$ cat src/glyph_range_lookup_width_sum_unit_defines.svh
// assertion macros for the glyph range lookup width sum unit
`ifndef GLYPH_RANGE_LOOKUP_WIDTH_SUM_UNIT_DEFINES_SVH
`define GLYPH_RANGE_LOOKUP_WIDTH_SUM_UNIT_DEFINES_SVH

// same cycle implication, checked out of reset
`define GLRU_ASSERT_IMP(lbl, ante, cons, msg) \
  lbl: assert property (@(posedge clk_i) disable iff (!rst_ni) (ante) |-> (cons)) \
    else $error(msg);

// next cycle implication, checked out of reset
`define GLRU_ASSERT_NXT(lbl, ante, cons, msg) \
  lbl: assert property (@(posedge clk_i) disable iff (!rst_ni) (ante) |=> (cons)) \
    else $error(msg);

`endif

$ cat src/glru_pkg.sv
// shared types and constants of the glyph range lookup width sum unit
`default_nettype none

package glru_pkg;

  localparam int unsigned OPCODE_W = 2;
  localparam int unsigned SLOT_W   = 10;
  localparam int unsigned CP_W     = 21;
  localparam int unsigned GLYPH_W  = 10;
  localparam int unsigned PIXEL_W  = 8;
  localparam int unsigned TOTAL_W  = 24;
  localparam int unsigned SUM_W    = TOTAL_W + 1;
  localparam int unsigned GSUM_W   = CP_W + 1;
  localparam int unsigned RIU_W    = 9;

  localparam int unsigned APB_ADDR_W = 3;
  localparam int unsigned APB_DATA_W = 32;

  localparam logic [OPCODE_W-1:0] OP_LOAD_RANGE = 2'd0;
  localparam logic [OPCODE_W-1:0] OP_LOAD_WIDTH = 2'd1;
  localparam logic [OPCODE_W-1:0] OP_MEASURE    = 2'd2;

  localparam logic REG_RANGES_IN_USE = 1'b0;

  localparam logic [TOTAL_W-1:0] TOTAL_MAX = '1;

  typedef struct packed {
    logic [CP_W-1:0]    upper;
    logic [CP_W-1:0]    lower;
    logic [GLYPH_W-1:0] base;
  } range_entry_t;

  typedef struct packed {
    logic [OPCODE_W-1:0] opcode;
    logic [SLOT_W-1:0]   slot;
    logic [CP_W-1:0]     code_point;
    logic [CP_W-1:0]     range_low;
    logic [CP_W-1:0]     range_high;
    logic [GLYPH_W-1:0]  first_glyph;
    logic [PIXEL_W-1:0]  pixel_width;
    logic                last_char;
  } item_t;

  typedef struct packed {
    logic [GLYPH_W-1:0] glyph_number;
    logic               found;
    logic [TOTAL_W-1:0] total_width;
    logic               string_done;
  } result_t;

endpackage

`default_nettype wire

$ cat src/glru_ctrl.sv
// table load, binary search and width accumulate sequencer
`default_nettype none
`include "glyph_range_lookup_width_sum_unit_defines.svh"

module glru_ctrl #(
  parameter int unsigned RANGE_ENTRIES = 256,
  parameter int unsigned GLYPH_ENTRIES = 1024,
  parameter int unsigned RANGE_AW      = 8,
  parameter int unsigned GLYPH_AW      = 10
) (
  input  wire                              clk_i,
  input  wire                              rst_ni,
  input  wire [glru_pkg::RIU_W-1:0]        ranges_in_use_i,
  input  wire                              in_valid_i,
  output logic                             in_ready_o,
  input  glru_pkg::item_t                  item_i,
  output logic                             range_we_o,
  output logic [RANGE_AW-1:0]              range_waddr_o,
  output glru_pkg::range_entry_t           range_wdata_o,
  output logic                             range_re_o,
  output logic [RANGE_AW-1:0]              range_raddr_o,
  input  glru_pkg::range_entry_t           range_rdata_i,
  output logic                             width_we_o,
  output logic [GLYPH_AW-1:0]              width_waddr_o,
  output logic [glru_pkg::PIXEL_W-1:0]     width_wdata_o,
  output logic                             width_re_o,
  output logic [GLYPH_AW-1:0]              width_raddr_o,
  input  wire [glru_pkg::PIXEL_W-1:0]      width_rdata_i,
  output logic                             res_valid_o,
  input  wire                              res_ready_i,
  output glru_pkg::result_t                res_o
);

  typedef enum logic [3:0] {
    ST_IDLE   = 4'b0001,
    ST_SEARCH = 4'b0010,
    ST_CHECK  = 4'b0100,
    ST_ACCUM  = 4'b1000
  } state_e;

  state_e                          state_q, state_d;
  logic [glru_pkg::RIU_W-1:0]      n_q, n_d;
  logic [glru_pkg::RIU_W-1:0]      first_q, first_d;
  logic [glru_pkg::RIU_W-1:0]      count_q, count_d;
  logic [glru_pkg::CP_W-1:0]       cp_q, cp_d;
  logic                            last_q, last_d;
  logic                            hit_q, hit_d;
  logic [glru_pkg::GLYPH_W-1:0]    glyph_q, glyph_d;
  logic [glru_pkg::TOTAL_W-1:0]    total_q, total_d;

  logic [glru_pkg::RIU_W-1:0]      n_lim;
  logic [glru_pkg::RIU_W-1:0]      step;
  logic [glru_pkg::RIU_W-1:0]      probe;
  logic                            probe_below;
  logic [glru_pkg::RIU_W-1:0]      first_nx;
  logic [glru_pkg::RIU_W-1:0]      count_nx;
  logic [glru_pkg::GSUM_W-1:0]     glyph_full;
  logic                            hit_now;
  logic [glru_pkg::SUM_W-1:0]      sum_w;
  logic [glru_pkg::TOTAL_W-1:0]    sum_sat;

  assign n_lim = (32'(ranges_in_use_i) > RANGE_ENTRIES) ?
                 glru_pkg::RIU_W'(RANGE_ENTRIES) : ranges_in_use_i;

  assign step        = count_q >> 1;
  assign probe       = first_q + step;
  assign probe_below = range_rdata_i.upper < cp_q;
  assign first_nx    = probe_below ? probe + glru_pkg::RIU_W'(1) : first_q;
  assign count_nx    = probe_below ? count_q - step - glru_pkg::RIU_W'(1) : step;

  assign glyph_full = glru_pkg::GSUM_W'(range_rdata_i.base) +
                      glru_pkg::GSUM_W'(cp_q - range_rdata_i.lower);
  assign hit_now    = (first_q < n_q) && (cp_q >= range_rdata_i.lower) &&
                      (cp_q <= range_rdata_i.upper) &&
                      (32'(glyph_full) < GLYPH_ENTRIES);

  assign sum_w   = glru_pkg::SUM_W'(total_q) +
                   glru_pkg::SUM_W'(hit_q ? width_rdata_i : '0);
  assign sum_sat = sum_w[glru_pkg::TOTAL_W] ? glru_pkg::TOTAL_MAX :
                   sum_w[glru_pkg::TOTAL_W-1:0];

  assign in_ready_o          = (state_q == ST_IDLE);
  assign range_waddr_o       = RANGE_AW'(item_i.slot);
  assign range_wdata_o.upper = item_i.range_high;
  assign range_wdata_o.lower = item_i.range_low;
  assign range_wdata_o.base  = item_i.first_glyph;
  assign width_waddr_o       = GLYPH_AW'(item_i.slot);
  assign width_wdata_o       = item_i.pixel_width;
  assign width_raddr_o       = GLYPH_AW'(glyph_full);

  assign res_o.glyph_number = glyph_q;
  assign res_o.found        = hit_q;
  assign res_o.total_width  = sum_sat;
  assign res_o.string_done  = last_q;

  always_comb begin
    state_d       = state_q;
    n_d           = n_q;
    first_d       = first_q;
    count_d       = count_q;
    cp_d          = cp_q;
    last_d        = last_q;
    hit_d         = hit_q;
    glyph_d       = glyph_q;
    total_d       = total_q;
    range_we_o    = 1'b0;
    width_we_o    = 1'b0;
    range_re_o    = 1'b0;
    range_raddr_o = '0;
    width_re_o    = 1'b0;
    res_valid_o   = 1'b0;
    unique case (state_q)
      ST_IDLE: begin
        if (in_valid_i) begin
          unique case (item_i.opcode)
            glru_pkg::OP_LOAD_RANGE: begin
              range_we_o = (32'(item_i.slot) < RANGE_ENTRIES);
            end
            glru_pkg::OP_LOAD_WIDTH: begin
              width_we_o = (32'(item_i.slot) < GLYPH_ENTRIES);
            end
            glru_pkg::OP_MEASURE: begin
              n_d           = n_lim;
              first_d       = '0;
              count_d       = n_lim;
              cp_d          = item_i.code_point;
              last_d        = item_i.last_char;
              range_re_o    = 1'b1;
              range_raddr_o = RANGE_AW'(n_lim >> 1);
              state_d       = (n_lim != '0) ? ST_SEARCH : ST_CHECK;
            end
            default: ;
          endcase
        end
      end
      ST_SEARCH: begin
        first_d    = first_nx;
        count_d    = count_nx;
        range_re_o = 1'b1;
        if (count_nx != '0) begin
          range_raddr_o = RANGE_AW'(first_nx + (count_nx >> 1));
        end else begin
          range_raddr_o = RANGE_AW'(first_nx);
          state_d       = ST_CHECK;
        end
      end
      ST_CHECK: begin
        width_re_o = 1'b1;
        hit_d      = hit_now;
        glyph_d    = hit_now ? glyph_full[glru_pkg::GLYPH_W-1:0] : '0;
        state_d    = ST_ACCUM;
      end
      ST_ACCUM: begin
        res_valid_o = 1'b1;
        if (res_ready_i) begin
          total_d = last_q ? '0 : sum_sat;
          state_d = ST_IDLE;
        end
      end
      default: state_d = ST_IDLE;
    endcase
  end

  always_ff @(posedge clk_i or negedge rst_ni) begin
    if (!rst_ni) begin
      state_q <= ST_IDLE;
      total_q <= '0;
    end else begin
      state_q <= state_d;
      total_q <= total_d;
    end
  end

  always_ff @(posedge clk_i) begin
    n_q     <= n_d;
    first_q <= first_d;
    count_q <= count_d;
    cp_q    <= cp_d;
    last_q  <= last_d;
    hit_q   <= hit_d;
    glyph_q <= glyph_d;
  end

  `GLRU_ASSERT_IMP(a_search_has_work, state_q == ST_SEARCH, count_q != '0,
                   "search step with an empty interval")
  `GLRU_ASSERT_IMP(a_final_within_count, state_q == ST_CHECK, first_q <= n_q,
                   "search position beyond the ranges in use")
  `GLRU_ASSERT_IMP(a_table_write_idle, range_we_o || width_we_o, state_q == ST_IDLE,
                   "table written during a lookup")
  `GLRU_ASSERT_NXT(a_check_then_accum, state_q == ST_CHECK, state_q == ST_ACCUM,
                   "width read not followed by accumulate")

endmodule

`default_nettype wire

$ cat config.mk
export PLATFORM = sky130hd
export DESIGN_NAME = glru_ctrl
export DESIGN_NICKNAME = d
export VERILOG_FILES = /design/src/glru_pkg.sv /design/src/glru_ctrl.sv
export VERILOG_INCLUDE_DIRS = /design/src /design/src/src
export SDC_FILE = /design/constraint.sdc
export NUM_CORES = 1
export LEC_CHECK = 0
export ABC_CLOCK_PERIOD_IN_PS = 16400
export BUFFER_PORTS_ARGS = -buffer_cell sky130_fd_sc_hd__buf_2
export CORE_MARGIN = 2
export CORE_UTILIZATION = 56
export DETAILED_ROUTE_END_ITERATION = 10
export GPL_ROUTABILITY_DRIVEN = 0
export PLACE_DENSITY = 0.88
export SLEW_MARGIN = 20
export SYNTH_ARGS = -nofsm -noshare
export SYNTH_HDL_FRONTEND = slang
export SYNTH_SLANG_ARGS = --single-unit
$ cat constraint.sdc
create_clock -name clk_i -period 16.4 [get_ports clk_i]
set_clock_uncertainty 0.15 [all_clocks]
set_input_delay 3.28 -clock clk_i [delete_from_list [all_inputs] [get_ports clk_i]]
set_output_delay 3.28 -clock clk_i [all_outputs]
set_load 0.01 [all_outputs]
Word-level counts from Yosys, hierarchy flattened --
Index checks and enable logic that the tools add are counted.
Word-level totals: register bits 88, input port bits 167, output and inout port bits 138, word-level logic and storage cells 78
Operators by class: add/sub/neg operators 8, $lt $le $gt $ge 7, eq/ne operators 10, muxes and demuxes 33, reduce and logical (&&, ||, !) cells 11
Operators with widths (count):
- 9-bit two-way mux | 7
- 24-bit two-way mux | 2
- 9-bit case mux with 2 select lines | 2
- 8-bit two-way mux | 4
- 24-bit by 8-bit adder with 25-bit output | 1
- 10-bit by 22-bit adder with 22-bit output | 1
- 22-bit by 11-bit less-than comparator with 1-bit output, second input constant | 1
- 21-bit by 21-bit subtractor with 22-bit output | 1
- 21-bit >= comparator | 1
- 21-bit <= comparator | 1
- 21-bit less-than comparator | 1
- 9-bit nonzero test | 2
- 4-bit two-way mux | 4
- 4-bit case mux with 4 select lines | 1
- 8-bit case mux with 2 select lines | 1
- 10-bit by 9-bit less-than comparator with 1-bit output, second input constant | 1
- 1-bit two-way mux | 10
- 9-bit by 1-bit adder with 9-bit output, second input constant | 1
- 9-bit by 8-bit adder with 9-bit output | 1
- 9-bit greater-than comparator, second input constant | 1
- 9-bit less-than comparator | 1
- 9-bit by 1-bit subtractor with 9-bit output, second input constant | 1
- 9-bit by 8-bit subtractor with 9-bit output | 1
- 8-bit adder | 1
- other kinds (16) | 21

Logic depth before layout (Yosys ltp) --
Gate-level depths: netlist of run 1.
depth after elaboration 7, mapped depth 20, mapped depth without buffers 18

Least setup slack after synthesis of run 1 --
No wires, ideal clock.
path type input port to output port, start point input port range_rdata_i[51] (netlist bit), end point output port range_raddr_o[6], arrival 6.750 ns, data required time 12.970 ns, setup slack 6.220 ns, stages on the path 19, path buffers 2, cell sequence inv_1 -> ha_1 -> nand4_1 -> nor3_1 -> a221o_1 -> a211o_1 -> nand2_1 -> clkbuf_1 -> clkbuf_1 -> o21ai_0 -> ha_1 -> fa_1 -> and2_1 -> nand2_1 -> a21o_1 -> nand3_1 -> a31oi_1 -> mux2_2 -> nand2_1
Between the ends: longest elaborated chain between the ends 5, elaborated cells on any way between the ends 7, those cells by class 1 x add/sub; 1 x order compare; 4 x mux; 1 x reduce/logical
RTL lines:
- start, declared | RTL line glru_ctrl.sv:22 | input glru_pkg::range_entry_t range_rdata_i,
- 21-bit less-than comparator * | RTL line glru_ctrl.sv:67 | assign probe_below = range_rdata_i.upper < cp_q;
- 9-bit two-way mux (on tied branches) | RTL line glru_ctrl.sv:68, glru_ctrl.sv:69
- 8-bit adder or 9-bit nonzero test (tied branches) | RTL line glru_ctrl.sv:141, glru_ctrl.sv:140
- 8-bit two-way mux * | RTL line glru_ctrl.sv:140 | if (count_nx != '0) begin
- 8-bit case mux with 2 select lines * | RTL line glru_ctrl.sv:112 | unique case (state_q)
- end, declared | RTL line glru_ctrl.sv:21 | output logic [RANGE_AW-1:0] range_raddr_o,
Mark *: on every way between the ends. The rest lies on a longest branch, timed or not.

Worst setup path after layout of run 1 --
start point input port range_rdata_i[51] (netlist bit), end point output port range_raddr_o[7]
The elaborated chain is that of the path after synthesis.

==> impl_metrics.csv, run 1 <==
group,metric,value,unit
outcome,status,"finished clean",
global_route,antenna_found_initial,1,
critical_path,r2r_slack,11.69,ns
drt,firstDrtPassIters,5,
global_route,grtUsageTotal,0.2618,
min_path,hold_end,"total_q[5]",
sta,final.period_utilization,0.6646,
drt,route.vias.total,7788,
logic_synthesis,synth_fp_nets,1339,
global_route,gr-usage-met3,0.04823,
logic_synthesis,yosys_register_bits,88,
logic_synthesis,yosys.area.top_type_share,0.1985,
cells_and_area,fin_area,0.009733,mm2
logic_synthesis,synthCells,1051,
global_route,grt.busiest_layer,"met2",
clock_tree,cts.sinks,88,
critical_path,reg2regPathDepth,13,
drt,via_per_inst,5.808,
critical_path,cp-start-kind,"input pin",
min_path,min_path_cells,1,
min_path,min-delay-start,"total_q[5]",
clock_tree,clk_latency,0.35,ns
critical_path,cp_data_arrival_time,7.47,ns
clock_tree,cts-buffers-inserted,9,
power_and_ir_drop,powerDensity,80.67,mW/mm2
power_and_ir_drop,power,785.1,uW
floorplan,die_area,0.01724,mm2
clock_tree,cts_resized,0,
critical_path,reg2reg_to,"glyph_q[1]",
floorplan,die_w,131.3,um
clock_tree,cts_hold_buf,0,
cells_and_area,drive_above_1_share,0.1922,
cells_and_area,nets,1407,
global_route,grtUsageMet2,0.4550,
logic_synthesis,synth_flop_cell,"edfxtp_1",
clock_tree,cts-root-buf,"clkbuf_16",
logic_synthesis,synth_edf_count,60,
logic_synthesis,avgSynthCellArea,8.636,um2
drt,antenna_left,0,
drt,drc_errors,0,
global_route,grt_max_degree,29,
place,place_area,0.009463,mm2
drt,drt_iter0_markers,813,
logic_synthesis,syn-cell-area,0.009076,mm2
critical_path,critPathKind,"in -> out",
min_path,min_path_type,"reg -> reg",
logic_synthesis,yosysTopAreaCell,"edfxtp_1",
global_route,grt_overflow,0,
floorplan,die_h,131.3,um
global_route,grt_pass1_wl,36810,um
critical_path,cp_max_fo,19,
clock_tree,cts_setup_buffers,0,
sta,tns,0,ns
power_and_ir_drop,peakVddDrop,0.06378,mV
critical_path,reg2reg_from,"cp_q[1]",
power_and_ir_drop,p_leak,0.004873,uW
floorplan,core,0.01589,mm2
clock_tree,htreeDepth,3,
critical_path,cp.required,12.97,ns
sta,clock.fmax,91.75,MHz
logic_synthesis,seq_area_frac_synth,0.2758,
clock_tree,cts_tree,"built",
logic_synthesis,yosysWarningCount,0,
sta,period_minus_slack,10.90,ns
drt,wl_per_cell,16.79,um
sta,tightestPinTransition,0.8938,ns
floorplan,initial_core_util,0.5714,
logic_synthesis,synth_cell_types,76,
sta,hold_violations,0,
place,io_buffers,160,
global_route,grt.met1_usage,0.3277,
sta,finalMaxSlewViolations,0,
sta,holdWs,0.3680,ns
sta,relSlewSlack,0.4015,
logic_synthesis,synth.area.top_cells,"edfxtp_1 20%, ha_1 14%, dfrtp_1 7.4%",
cells_and_area,fillerInstances,1380,
global_route,first_global_vias,7703,
sta,finalSetupViolations,0,
floorplan,num_rows,46,
cells_and_area,syn_to_final_growth,7.237,%
job,cap_violations,0,
clock_tree,cts_buffer_depth,2,
sta,rsz0062_at_grt,"no",
floorplan,ios,305,
logic_synthesis,async_reset_ff_frac,0.3182,
critical_path,crit_path_end_kind,"output port",
drt,drt-total-wl,22510,um
place,dp_hpwl,18040,um
clock_tree,clk_pin_slew,0.07,ns
worst max-delay path by stage:
stage / start / slack, ns / endpoint
2_1_floorplan: range_rdata_i[51] / 6.22 / range_raddr_o[6]
3_3_place_gp: range_rdata_i[51] / 5.79 / range_raddr_o[7]
3_5_place_dp: range_rdata_i[51] / 5.61 / range_raddr_o[7]
4_1_cts: range_rdata_i[51] / 5.61 / range_raddr_o[7]
5_1_grt: range_rdata_i[51] / 5.09 / range_raddr_o[7]
6_report: range_rdata_i[51] / 5.50 / range_raddr_o[7]
critical path, cell delays in order:
cell and delay (ns):
buf_2 0.08, inv_1 0.03, ha_1 0.32, nand4_1 0.21
nor4_1 0.40, nand4_1 0.28, and2_1 0.46, o21ai_0 0.55
ha_1 0.33, nand2_1 0.09, inv_1 0.05, a41o_1 0.25
a211oi_1 0.39, o31ai_1 0.19, a31o_2 0.23, a21bo_2 0.18
buf_2 0.13
area by class of cell:
class                   instances  area (um2)  area share
repair buffers                164       830.8     0.08536
inverters                     139       521.8     0.05361
diodes                          1       2.502   0.0002571
flip-flops and latches         88        2504      0.2572
clock inverters                 3       17.52    0.001800
multi-input cells             717        5336      0.5483
well taps                     216       270.3     0.02777
clock buffers                  13       250.2     0.02571
routing by layer:
metal,vias up,routed length [um]
met4,0,533
met2,325,11000
li1,3748,-
met3,48,1518
met5,-,0
met1,3667,9459
sequential cells by signal, indices dropped and copies added, names as in the netlist:
name and cells:
state_q 4, total_q 24, last_q 1, glyph_q 10, n_q 9, first_q 9, count_q 9, hit_q 1
cp_q 21
kinds of logic after synthesis:
family | synth area share
AO/OA/AOI/OAI | 0.1878
XOR/XNOR | 0.03474
adder cells (fa/ha/maj) | 0.1825
buffers and inverters | 0.1376
flip-flops | 0.2758
multiplexers | 0.01186
AND/OR/NAND/NOR | 0.1697
placed cells by master (no fill, tap or decap), drive strengths merged, types with 9 or more instances in the layout:
cell type	count
clkbuf	13
a211oi	9
fa	19
o211ai	9
nand3	15
nor4	9
a22o	11
nand2	108
o21ai	52
a21oi	64
nor2	42
and2	20
nand2b	12
nor3	19
ha	102
a21o	19
buf	164
a31oi	14
nor2b	16
inv	141
and3	14
dfrtp	27
xnor2	29
edfxtp	60
o21a	9
nand4	12
power breakdown:
part	switching [uW]	internal (uW)	leakage, uW
combinational	189	135	0.00378
sequential	11.1	252	0.000963
clock	90.5	107	0.000134
total	291	494	0.00487
stage by stage:
step,worst slack [ns],instances,util
after detailed placement,5.611,1324,0.5957
after global placement,5.791,1324,0.5957
after floorplan,6.220,1051,-
after global routing,5.091,1341,0.6127
after CTS,5.611,1340,0.6126
final,5.501,1341,0.6127
cells in the mapped netlist, types with 6 or more instances:
cell / n
o21ai_0: 51
dfrtp_1: 27
nor4b_1: 7
nor3_1: 10
a21oi_1: 63
nor3_2: 8
inv_1: 139
nor2b_1: 16
a31oi_1: 14
and3_1: 14
and2_1: 20
clkbuf_1: 17
ha_1: 102
fa_1: 19
o21a_1: 9
nor2_1: 42
a211oi_1: 9
mux2_2: 6
a21o_1: 19
xor2_1: 7
nand3_1: 15
o22ai_1: 6
nor4_1: 9
nand2b_1: 12
o211ai_1: 8
xnor2_1: 29
a21boi_0: 6
edfxtp_1: 60
nand2_1: 108
a22o_1: 11
a31o_2: 6
buf_4: 81
nand4_1: 12
(Power assumes the default switching activity.)
==> run 2, diff against run 1 <==
--- a/config.mk
+++ b/config.mk
@@ -6,13 +6,13 @@
 export SDC_FILE = /design/constraint.sdc
 export NUM_CORES = 1
 export LEC_CHECK = 0
-export ABC_CLOCK_PERIOD_IN_PS = 16400
+export ABC_CLOCK_PERIOD_IN_PS = 11050
 export BUFFER_PORTS_ARGS = -buffer_cell sky130_fd_sc_hd__buf_2
 export CORE_MARGIN = 2
-export CORE_UTILIZATION = 56
+export CORE_UTILIZATION = 52
 export DETAILED_ROUTE_END_ITERATION = 10
 export GPL_ROUTABILITY_DRIVEN = 0
-export PLACE_DENSITY = 0.88
+export PLACE_DENSITY = 0.82
 export SLEW_MARGIN = 20
 export SYNTH_ARGS = -nofsm -noshare
 export SYNTH_HDL_FRONTEND = slang
==> constraint.sdc (replaced) <==
create_clock -name clk_i -period 11.05 [get_ports clk_i]
set_clock_uncertainty 0.15 [all_clocks]
set_input_delay 2.21 -clock clk_i [delete_from_list [all_inputs] [get_ports clk_i]]
set_output_delay 2.21 -clock clk_i [all_outputs]
set_load 0.01 [all_outputs]
==> run 2 against run 1 <==
  * Flip-flop and latch count unchanged
  * Global-route usage decreased by 2.1 points
  * Critical endpoint is now range_raddr_o[6]
  * Worst hold slack improved by 0.0083 ns
  * Non-clock buffer count unchanged
  * Die area increased by 7.5%
  * Design area increased by 0.36%
  * Sequential share of layout area decreased by 0.092 points
  * First-iteration DRC count decreased by 26%
==> impl_metrics.csv, run 2 (synthesized netlist as in run 1, its figures left out) <==
group,metric,value,unit
sta,period_minus_slack,8.753,ns
global_route,grt_pass1_wl,35220,um
global_route,grt_overflow,0,
power_and_ir_drop,p_leak,0.004884,uW
min_path,min_path_cells,1,
drt,drc_errors,0,
clock_tree,htreeDepth,3,
cells_and_area,regMostFlops,"total_q",
sta,rsz0062_at_grt,"no",
sta,tns,0,ns
floorplan,die_area,0.01853,mm2
min_path,min-delay-start,"total_q[6]",
critical_path,reg2reg_from,"cp_q[1]",
drt,drt_iter0_markers,604,
cells_and_area,nets,1407,
sta,fin_ws,2.297,ns
floorplan,die_w,136.1,um
critical_path,reg2reg_to,"glyph_q[1]",
drt,via_per_inst,5.706,
critical_path,critPathKind,"in -> out",
drt,antenna_left,0,
cells_and_area,fillerInstances,1574,
global_route,grt_max_degree,38,
global_route,first_global_vias,7369,
floorplan,die_h,136.1,um
sta,hold_violations,0,
clock_tree,clk_latency,0.35,ns
floorplan,num_rows,48,
place,io_buffers,160,
cells_and_area,final_cell_mix,"160 x buf_2, 139 x inv_1, 108 x nand2_1, 102 x ha_1, 63 x a21oi_1",
place,place_worst_setup_slack,2.395,ns
clock_tree,cts.sinks,88,
global_route,grtUsageTotal,0.2407,
place,dp_hpwl,17780,um
floorplan,initial_core_util,0.5284,
sta,tightestPinTransition,0.8884,ns
min_path,min_path_type,"reg -> reg",
floorplan,core,0.01718,mm2
clock_tree,cts_setup_buffers,0,
global_route,antenna_found_initial,1,
clock_tree,cts_resized,0,
job,cap_violations,0,
cells_and_area,final_core_utilization,0.5687,
sta,finalMaxSlewViolations,0,
critical_path,r2r_slack,6.29,ns
drt,firstDrtPassIters,5,
power_and_ir_drop,peakVddDrop,0.08055,mV
sta,clock.fmax,114.2,MHz
sta,finalSetupViolations,0,
clock_tree,clk_pin_slew,0.07,ns
min_path,hold_end,"total_q[6]",
cells_and_area,top_regs,"total_q x24, cp_q x21, glyph_q x10",
sta,final.period_utilization,0.7922,
cells_and_area,regArea,0.002504,mm2
critical_path,reg2regPathDepth,13,
critical_path,cp_data_arrival_time,6.39,ns
cells_and_area,final_common_cell,"buf_2",
critical_path,crit_path_end_kind,"output port",
clock_tree,cts-buffers-inserted,9,
drt,drt-total-wl,22420,um
clock_tree,cts_buffer_depth,2,
critical_path,cp_max_fo,20,
clock_tree,cts_tree,"built",
floorplan,ios,305,
outcome,status,"finished clean",
drt,route.vias.total,7703,
critical_path,cp.required,8.69,ns
clock_tree,cts-root-buf,"clkbuf_16",
cells_and_area,multi_input_area,0.005336,mm2
sta,relSlewSlack,0.4051,
cells_and_area,largest_reg_flops,24,
cells_and_area,drive_above_1_share,0.1931,
critical_path,cp-start-kind,"input pin",
drt,wl_per_cell,16.61,um
power_and_ir_drop,powerDensity,120.8,mW/mm2
cells_and_area,syn_to_final_growth,7.623,%
clock_tree,cts_hold_buf,0,
==> run 2: cell counts in the layout (fill, tap and decap cells not counted) <==
No cell type changed its count.
==> run 2: power by group <==
group          internal (uW)  total [uW]  leakage [uW]  switching (uW)
logic                    200         480       0.00378             280
registers                374         391      0.000963            16.7
clock network            173         309      0.000146             135
==> run 2: worst max path at each step <==
| stage | cells after the start | to | slack, ns | from |
|---|---|---|---|---|
| floorplan | 19 | range_raddr_o[6] | 3.01 | range_rdata_i[51] |
| global placement | 18 | range_raddr_o[6] | 2.57 | range_rdata_i[51] |
| detailed placement | 18 | range_raddr_o[6] | 2.39 | range_rdata_i[51] |
| CTS | 18 | range_raddr_o[6] | 2.35 | range_rdata_i[51] |
| global route | 18 | range_raddr_o[6] | 1.92 | range_rdata_i[51] |
| finish | 18 | range_raddr_o[6] | 2.30 | range_rdata_i[48] |
==> run 2: final cells by class <==
cell class / count / area share
antenna: 1 / 0.0002562
clock buffer: 13 / 0.02780
clock inverter: 3 / 0.002049
inverter: 139 / 0.05341
multi-input combinational: 717 / 0.5463
sequential: 88 / 0.2563
tap: 225 / 0.02882
timing repair buffer: 164 / 0.08505
==> run 2: routing by layer <==
| layer | share of wire | GRT usage |
|---|---|---|
| met1 | 0.43 | 0.3051 |
| met2 | 0.47 | 0.4026 |
| met3 | 0.066 | 0.04362 |
| met4 | 0.033 | 0.1030 |
| met5 | 0 | 0 |
==> run 2: stage by stage <==
stage | cells | hold WS [ns] | cell area (um2) | total power [uW]
6_report | 1350 | 0.3763 | 9768 | 1180
5_1_grt | 1350 | 0.3818 | 9768 | 1255
4_1_cts | 1349 | 0.3701 | 9766 | 1180
3_5_place_dp | 1333 | 0.3503 | 9474 | 869.1
3_3_place_gp | 1333 | 0.3449 | 9474 | 856.5
2_1_floorplan | 1051 | 0.3294 | 9076 | 766.3
==> run 2: worst max-delay path, stage by stage <==
cell and delay, ns:
buf_2 0.09, inv_1 0.05, ha_1 0.28, nand4_1 0.21
nor4_1 0.42, nand4_1 0.34, nand2_1 0.59, o21ai_0 0.29
ha_1 0.31, fa_1 0.41, and2_1 0.17, nand2_1 0.07
a21o_1 0.08, nand3_1 0.11, a31oi_1 0.22, mux2_2 0.35
nand2_1 0.06, buf_2 0.12
